## config.mk

```make
export PLATFORM = sky130hd
export DESIGN_NAME = bounded_lifo_stack
export DESIGN_NICKNAME = d
export VERILOG_FILES = /design/src/sv/blfs_pkg.sv /design/src/sv/bounded_lifo_stack.sv /design/src/sv/blfs_ram.sv
export SDC_FILE = /design/constraint.sdc
export NUM_CORES = 2
export LEC_CHECK = 0
export BUFFER_PORTS_ARGS = -buffer_cell sky130_fd_sc_hd__clkbuf_2
export CAP_MARGIN = 15
export CORE_MARGIN = 2
export CORE_UTILIZATION = 40
export CTS_BUF_LIST = sky130_fd_sc_hd__clkbuf_8
export CTS_CLUSTER_SIZE = 10
export DETAILED_ROUTE_END_ITERATION = 6
export HOLD_SLACK_MARGIN = 0.05
export PLACE_DENSITY = 0.58
export SETUP_SLACK_MARGIN = 0.02
export SLEW_MARGIN = 0
export SYNTH_ARGS = -nofsm -noshare
export SYNTH_HDL_FRONTEND = slang
export SYNTH_SLANG_ARGS = --single-unit
```

## constraint.sdc

```tcl
create_clock -name i_clk -period 5.02 [get_ports i_clk]
set_input_delay 0.251 -clock i_clk [delete_from_list [all_inputs] [get_ports i_clk]]
set_output_delay 0.251 -clock i_clk [all_outputs]
set_load 0.02 [all_outputs]
```

## src/sv/blfs_pkg.sv

```systemverilog
package blfs_pkg;

    // Stack capacity and derived widths
    localparam int DEPTH = 64;
    localparam int AW    = $clog2(DEPTH);
    localparam int CW    = 7;
    localparam int DW    = 32;

    // Request codes
    localparam logic [2:0] REQ_PUSH    = 3'd0;
    localparam logic [2:0] REQ_POP     = 3'd1;
    localparam logic [2:0] REQ_TOP     = 3'd2;
    localparam logic [2:0] REQ_CLEAR   = 3'd3;
    localparam logic [2:0] REQ_REVERSE = 3'd4;

    // Word returned by a top on an empty stack
    localparam logic [DW-1:0] TOP_FAIL_WORD = 32'hBF80_0000;

    typedef struct packed {
        logic [2:0]    req_type;
        logic [DW-1:0] push_value;
    } t_req_item;

    typedef struct packed {
        logic [DW-1:0] read_value;
        logic          fault;
        logic [CW-1:0] count;
        logic          is_empty;
        logic          is_full;
    } t_rsp_item;

    typedef enum logic [2:0] {
        ST_IDLE,
        ST_READ,
        ST_REV_RD_LO,
        ST_REV_RD_HI,
        ST_REV_WR_LO,
        ST_REV_WR_HI
    } t_state;

endpackage

```

## src/sv/bounded_lifo_stack.sv

```systemverilog
// Bounded LIFO stack of 32-bit words, capacity blfs_pkg::DEPTH.
// Input channel: i_in_valid / o_in_stall carry one request (push, pop, top,
// clear, reverse) with its push word. Output channel: o_out_valid /
// i_out_stall carry exactly one result per request: read word, fault flag,
// count after the request, empty and full flags.
// The result is valid the cycle after the request transfer for push,
// clear, no-op reverse, failed requests and unused codes; a successful
// pop or top first passes ST_READ to wait on the registered RAM read.
// Throughput: one request per cycle for push and clear while the receiver
// does not stall; pop and top hold off the input in ST_READ. Reverse swaps
// entries pairwise through the single write port, input held off meanwhile.
// The output register frees the input side: a new request transfers in the
// same cycle the previous result leaves. While the receiver stalls with a
// result pending, the result holds and o_in_stall stays high.
// Reset empties the stack (count 0) at once; the word RAM is not cleared
// and entries are only read after a push wrote them.
module bounded_lifo_stack (
    input  logic                 i_clk,
    input  logic                 i_rst_n,
    input  logic                 i_in_valid,
    output logic                 o_in_stall,
    input  blfs_pkg::t_req_item  i_in_data,
    output logic                 o_out_valid,
    input  logic                 i_out_stall,
    output blfs_pkg::t_rsp_item  o_out_data
);

    localparam int AW = blfs_pkg::AW;
    localparam int CW = blfs_pkg::CW;
    localparam int DW = blfs_pkg::DW;

    blfs_pkg::t_state    r_state, n_state;
    logic [CW-1:0]       r_fill, n_fill;
    logic [AW-1:0]       r_lo, n_lo;
    logic [AW-1:0]       r_hi, n_hi;
    logic [DW-1:0]       r_tmp, n_tmp;
    logic                r_out_valid, n_out_valid;
    blfs_pkg::t_rsp_item r_out_data, n_out_data;

    logic          ram_we;
    logic [AW-1:0] ram_waddr;
    logic [DW-1:0] ram_wdata;
    logic [AW-1:0] ram_raddr;
    logic [DW-1:0] ram_rdata;

    logic in_ready;
    logic in_xfer;
    logic is_empty;
    logic is_full;
    logic [AW-1:0] lo_inc;
    logic [AW-1:0] hi_dec;

    // Build one result item from the word, fault and resulting fill
    function automatic blfs_pkg::t_rsp_item mk_rsp(
        input logic [DW-1:0] rd,
        input logic          flt,
        input logic [CW-1:0] fl
    );
        blfs_pkg::t_rsp_item rsp;
        rsp.read_value = rd;
        rsp.fault      = flt;
        rsp.count      = fl;
        rsp.is_empty   = (fl == '0);
        rsp.is_full    = (fl == CW'(blfs_pkg::DEPTH));
        return rsp;
    endfunction

    blfs_ram #(
        .WIDTH(DW),
        .DEPTH(blfs_pkg::DEPTH)
    ) u_ram (
        .i_clk  (i_clk),
        .i_we   (ram_we),
        .i_waddr(ram_waddr),
        .i_wdata(ram_wdata),
        .i_raddr(ram_raddr),
        .o_rdata(ram_rdata)
    );

    // Take a request only when idle and the output slot is free or draining
    assign in_ready   = (r_state == blfs_pkg::ST_IDLE) && (!r_out_valid || !i_out_stall);
    assign in_xfer    = i_in_valid && in_ready;
    assign o_in_stall = !in_ready;

    assign is_empty = (r_fill == '0);
    assign is_full  = (r_fill == CW'(blfs_pkg::DEPTH));
    assign lo_inc   = r_lo + AW'(1);
    assign hi_dec   = r_hi - AW'(1);

    always_ff @(posedge i_clk) begin
        if (!i_rst_n) begin
            r_state     <= blfs_pkg::ST_IDLE;
            r_fill      <= '0;
            r_out_valid <= 1'b0;
        end else begin
            r_state     <= n_state;
            r_fill      <= n_fill;
            r_out_valid <= n_out_valid;
        end
    end

    always_ff @(posedge i_clk) begin
        r_lo       <= n_lo;
        r_hi       <= n_hi;
        r_tmp      <= n_tmp;
        r_out_data <= n_out_data;
    end

    always_comb begin
        n_state     = r_state;
        n_fill      = r_fill;
        n_lo        = r_lo;
        n_hi        = r_hi;
        n_tmp       = r_tmp;
        n_out_data  = r_out_data;
        // Drop the pending result once the receiver takes it
        n_out_valid = r_out_valid && i_out_stall;
        ram_we      = 1'b0;
        ram_waddr   = r_fill[AW-1:0];
        ram_wdata   = i_in_data.push_value;
        // Top of stack; wraps to DEPTH-1 when full
        ram_raddr   = r_fill[AW-1:0] - AW'(1);

        unique case (r_state)
            blfs_pkg::ST_IDLE: begin
                if (in_xfer) begin
                    case (i_in_data.req_type)
                        blfs_pkg::REQ_PUSH: begin
                            if (is_full) begin
                                n_out_data  = mk_rsp('0, 1'b1, r_fill);
                            end else begin
                                ram_we      = 1'b1;
                                n_fill      = r_fill + CW'(1);
                                n_out_data  = mk_rsp('0, 1'b0, r_fill + CW'(1));
                            end
                            n_out_valid = 1'b1;
                        end
                        blfs_pkg::REQ_POP: begin
                            if (is_empty) begin
                                n_out_data  = mk_rsp('0, 1'b1, r_fill);
                                n_out_valid = 1'b1;
                            end else begin
                                n_fill  = r_fill - CW'(1);
                                n_state = blfs_pkg::ST_READ;
                            end
                        end
                        blfs_pkg::REQ_TOP: begin
                            if (is_empty) begin
                                n_out_data  = mk_rsp(blfs_pkg::TOP_FAIL_WORD, 1'b1, r_fill);
                                n_out_valid = 1'b1;
                            end else begin
                                n_state = blfs_pkg::ST_READ;
                            end
                        end
                        blfs_pkg::REQ_CLEAR: begin
                            n_fill      = '0;
                            n_out_data  = mk_rsp('0, 1'b0, '0);
                            n_out_valid = 1'b1;
                        end
                        blfs_pkg::REQ_REVERSE: begin
                            if (r_fill > CW'(1)) begin
                                n_lo    = '0;
                                n_hi    = r_fill[AW-1:0] - AW'(1);
                                n_state = blfs_pkg::ST_REV_RD_LO;
                            end else begin
                                n_out_data  = mk_rsp('0, 1'b0, r_fill);
                                n_out_valid = 1'b1;
                            end
                        end
                        default: begin
                            n_out_data  = mk_rsp('0, 1'b0, r_fill);
                            n_out_valid = 1'b1;
                        end
                    endcase
                end
            end
            blfs_pkg::ST_READ: begin
                // Word read in the accept cycle arrives now; fill already updated
                n_out_data  = mk_rsp(ram_rdata, 1'b0, r_fill);
                n_out_valid = 1'b1;
                n_state     = blfs_pkg::ST_IDLE;
            end
            blfs_pkg::ST_REV_RD_LO: begin
                ram_raddr = r_lo;
                n_state   = blfs_pkg::ST_REV_RD_HI;
            end
            blfs_pkg::ST_REV_RD_HI: begin
                ram_raddr = r_hi;
                n_tmp     = ram_rdata;
                n_state   = blfs_pkg::ST_REV_WR_LO;
            end
            blfs_pkg::ST_REV_WR_LO: begin
                // Upper word lands in the lower slot
                ram_we    = 1'b1;
                ram_waddr = r_lo;
                ram_wdata = ram_rdata;
                n_state   = blfs_pkg::ST_REV_WR_HI;
            end
            blfs_pkg::ST_REV_WR_HI: begin
                ram_we    = 1'b1;
                ram_waddr = r_hi;
                ram_wdata = r_tmp;
                n_lo      = lo_inc;
                n_hi      = hi_dec;
                if (lo_inc < hi_dec) begin
                    n_state = blfs_pkg::ST_REV_RD_LO;
                end else begin
                    n_out_data  = mk_rsp('0, 1'b0, r_fill);
                    n_out_valid = 1'b1;
                    n_state     = blfs_pkg::ST_IDLE;
                end
            end
            default: begin
                n_state = blfs_pkg::ST_IDLE;
            end
        endcase
    end

    assign o_out_valid = r_out_valid;
    assign o_out_data  = r_out_data;

endmodule

```

## src/sv/blfs_ram.sv

```systemverilog
module blfs_ram #(
    parameter int WIDTH = 32,
    parameter int DEPTH = 64
) (
    input  logic                     i_clk,
    input  logic                     i_we,
    input  logic [$clog2(DEPTH)-1:0] i_waddr,
    input  logic [WIDTH-1:0]         i_wdata,
    input  logic [$clog2(DEPTH)-1:0] i_raddr,
    output logic [WIDTH-1:0]         o_rdata
);

    logic [WIDTH-1:0] r_mem [DEPTH];
    logic [WIDTH-1:0] r_rdata;

    always_ff @(posedge i_clk) begin
        if (i_we) begin
            r_mem[i_waddr] <= i_wdata;
        end
        r_rdata <= r_mem[i_raddr];
    end

    assign o_rdata = r_rdata;

endmodule

```

==> results.sh <==
export IMPL_hp_class="input pin to register"
export IMPL_rows=170
export IMPL_globalplace_congestion=0.8653
export IMPL_ir_drop_v=0.0002707
export IMPL_critical_path_class="register to register"
export IMPL_coreArea_um2=214200
export IMPL_async_flop_share_pct=0
export IMPL_crit_path_cell_trace="nor3_1 > buf_4 > nand3_1 > a211o_1 > dlygate4sd3_1 > a21oi_1 > o221ai_1 > nand2_1 > dlygate4sd3_1 > nor2_1 > dlygate4sd3_1"
export IMPL_ys_types=60
export IMPL_post_cts_repair_setup_buffers=0
export IMPL_grt_pass1_wl_um=361500
export IMPL_cts_buffers=346
export IMPL_route_detailed_drc=0
export IMPL_drt_total_wl_um=254300
export IMPL_post_synth_top_area_cell="edfxtp_1"
export IMPL_synth_avg_cell_area_um2=14.71
export IMPL_yosys_area_top_type_share_pct=74.50
export IMPL_drv_slew=0
export IMPL_timing_rr_start="r_state[2]"
export IMPL_synth_edf_count=2134
export IMPL_finalSetupViolCount=0
export IMPL_drtPass1Iterations=6
export IMPL_clock_latency_ns=1.07
export IMPL_drtIter0Drc=7422
export IMPL_ys_seq_area_share_pct=75.50
export IMPL_vias_per_cell=5.710
export IMPL_place_port_buffers=82
export IMPL_final_area_um2=98460
export IMPL_nets=6254
export IMPL_worstSetupEndpointType="register"
export IMPL_grt_pass1_vias=50460
export IMPL_startpoint="r_state[2]"
export IMPL_synthFlopType="edfxtp_1"
export IMPL_synth_nets=5895
export IMPL_cpPeakStageDelay_ns=0.71
export IMPL_worst_slew_pin_slew_ns=1.274
export IMPL_synth_area_um2=86010
export IMPL_crit_buf_inv=4
export IMPL_max_freq_mhz=229.0
export IMPL_cts_buffer_depth=4
export IMPL_die_w_um=467.7
export IMPL_wl_per_cell_um=27.38
export IMPL_ctsHtreeMaxLevel=5
export IMPL_maxCapViolCount=0
export IMPL_ys_ff_latch=2177
export IMPL_cts_sinks=2177
export IMPL_grt_max_degree=124
export IMPL_fin_ws_ns=0.6533
export IMPL_ant_nets=0
export IMPL_crit_slowest_cell="a21oi_1"
export IMPL_area_delta_synth_final_pct=14.47
export IMPL_timing_slew_headroom_pct=14.77
export IMPL_synth_common_cells="edfxtp_1 (2134), nand2_1 (1269), nand3_1 (523)"
export IMPL_finalCritPeriodShare_pct=86.99
export IMPL_syn_instance_count=5846
export IMPL_rsz0062_at_grt="no"
export IMPL_antenna_found_initial=10
export IMPL_start_util_pct=40.16
export IMPL_leakagePower_nw=33.06
export IMPL_synthTopCellsByArea="edfxtp_1 (75%), nand2_1 (5.5%), nand3_1 (3.0%)"
export IMPL_die_area_um2=218800
export IMPL_cpMostUsedCell="dlygate4sd3_1"
export IMPL_clkTransAtPathRegs_ns=0.07
export IMPL_cts_tree="done"
export IMPL_layout_drive_gt1_share_pct=15.15
export IMPL_status="completed"
export IMPL_yosysMostFrequentCell="edfxtp_1"
export IMPL_yosysWarnings=0
export IMPL_grt_ovfl_total=0
export IMPL_power_density_nw_per_um2=404.4
export IMPL_grt_usage_pct=22.85
export IMPL_vias=53040
export IMPL_fin_cells=9289
export IMPL_hold_start="i_in_data[2]"
export IMPL_pre_cts_ws_ns=0.6167
export IMPL_layout_min_cycle_time_ns=4.367
export IMPL_cp_top_family="buffers and inverters"
export IMPL_postPlaceCellArea_um2=91670
export IMPL_worstPathRequired_ns=5.97
export IMPL_dp_hpwl_um=143800
export IMPL_fin_setup_tns_ns=0
export IMPL_worstPathMaxFanout=13
export IMPL_place_inst=8640
export IMPL_ctsRootBufferMaster="clkbuf_8"
export IMPL_finalHoldViolations=0
export IMPL_startpoint_type="register"
export IMPL_cp_arrival_ns=5.32
export IMPL_die_h_um=467.7
export IMPL_fin_skew_ns=0.06269
export IMPL_ios=83
-- cells in the final DEF (no fill, tap or decap), types with 29 or more instances in the layout --
cell type / instances
a32oi_1: 86
nand3_1: 523
clkinv_1: 63
edfxtp_1: 2134
a21boi_0: 37
a211oi_1: 56
buf_12: 52
a22oi_1: 85
inv_1: 130
a221oi_1: 31
nor2_1: 231
mux2i_1: 216
dfxtp_1: 41
a31oi_1: 42
o22ai_1: 29
o221ai_1: 58
mux4_2: 116
a21oi_1: 186
clkbuf_8: 363
nand2_1: 1266
buf_4: 199
clkbuf_2: 82
dlygate4sd3_1: 49
and2_1: 31
nor2_4: 66
o21ai_4: 32
-- path summary, 6_finish.rpt --
path	endpoint	slack, ns	depth (start not counted)
hold / removal	u_ram.r_mem[29][2]	0.15	4
hold reg to reg	r_tmp[15]	0.49	0
setup / recovery	r_fill[5]	0.65	11
setup reg to reg	r_fill[5]	0.65	11
-- worst reg2reg max path: cells and delay by family (launching register included) --
kind | cells | cell delay, ns
buffers and inverters | 4 | 1.84
AO/OA/AOI/OAI | 3 | 1.32
AND/OR/NAND/NOR | 4 | 0.61
flip-flops | 1 | 0.46
-- layer usage --
layer  share of wire (%)  GRT usage, %  vias up
met5                   0             0        -
met4                 3.1         7.561        0
met3                 9.5         4.128      359
met2                  44         33.44     2706
met1                  44         34.35    27100
li1                    -             -    22870
-- timing repair --
| item | CTS | global route |
|---|---|---|
| endpoints found under the hold margin | 1083 | 0 |
| endpoints found under the setup margin | 0 | 0 |
| resized for setup | 0 | 0 |
| hold buffers | 49 | 0 |
-- state kept, by name (all words and copies together), names as in the netlist --
register	flops
r_state	3
o_out_data	42
r_fill	7
u_ram.o_rdata	32
o_out_valid	1
r_hi	6
r_tmp	32
r_lo	6
u_ram.r_mem	2048
-- layout make-up --
cell class	instances	area, um2
fillers	18500	115700
flip-flops and latches	2177	64940
multi-input cells	3289	20290
clock buffers	363	4996
well taps	2838	3551
repair buffers	383	3463
clock inverters	228	1175
inverters	8	30.03
diodes	3	7.507
-- logic make-up (layout without fill, tap and decap cells) --
logic type,Yosys count,in the layout,synth area share [%]
flops,2177,2177,75.50
simple gates,2172,2172,10.49
compound gates,752,752,5.970
buf+inv,380,982,2.060
mux,339,339,5.670
xor+xnor,16,16,0.1629
fa+ha+maj,10,10,0.1455
other cells,0,3,0
-- metrics by stage --
| step | utilization [%] | hold WS [ns] | power, W |
|---|---|---|---|
| after global placement | 42.78 | 0.4861 | 0.02609 |
| after detailed placement | 42.80 | 0.4957 | 0.02613 |
| after global routing | 45.96 | 0.1226 | 0.04108 |
| after floorplan | - | 0.4212 | 0.02350 |
| after CTS | 45.91 | 0.06087 | 0.03996 |
| final | 45.97 | 0.1507 | 0.03982 |
-- power by group --
| part | switching (W) | leakage (nW) | internal [W] |
|---|---|---|---|
| sequential | 0.000523 | 19.6 | 0.0202 |
| combinational | 0.00368 | 9.88 | 0.00147 |
| clock | 0.00677 | 3.61 | 0.00715 |
Power figures use the tool's default switching activity.
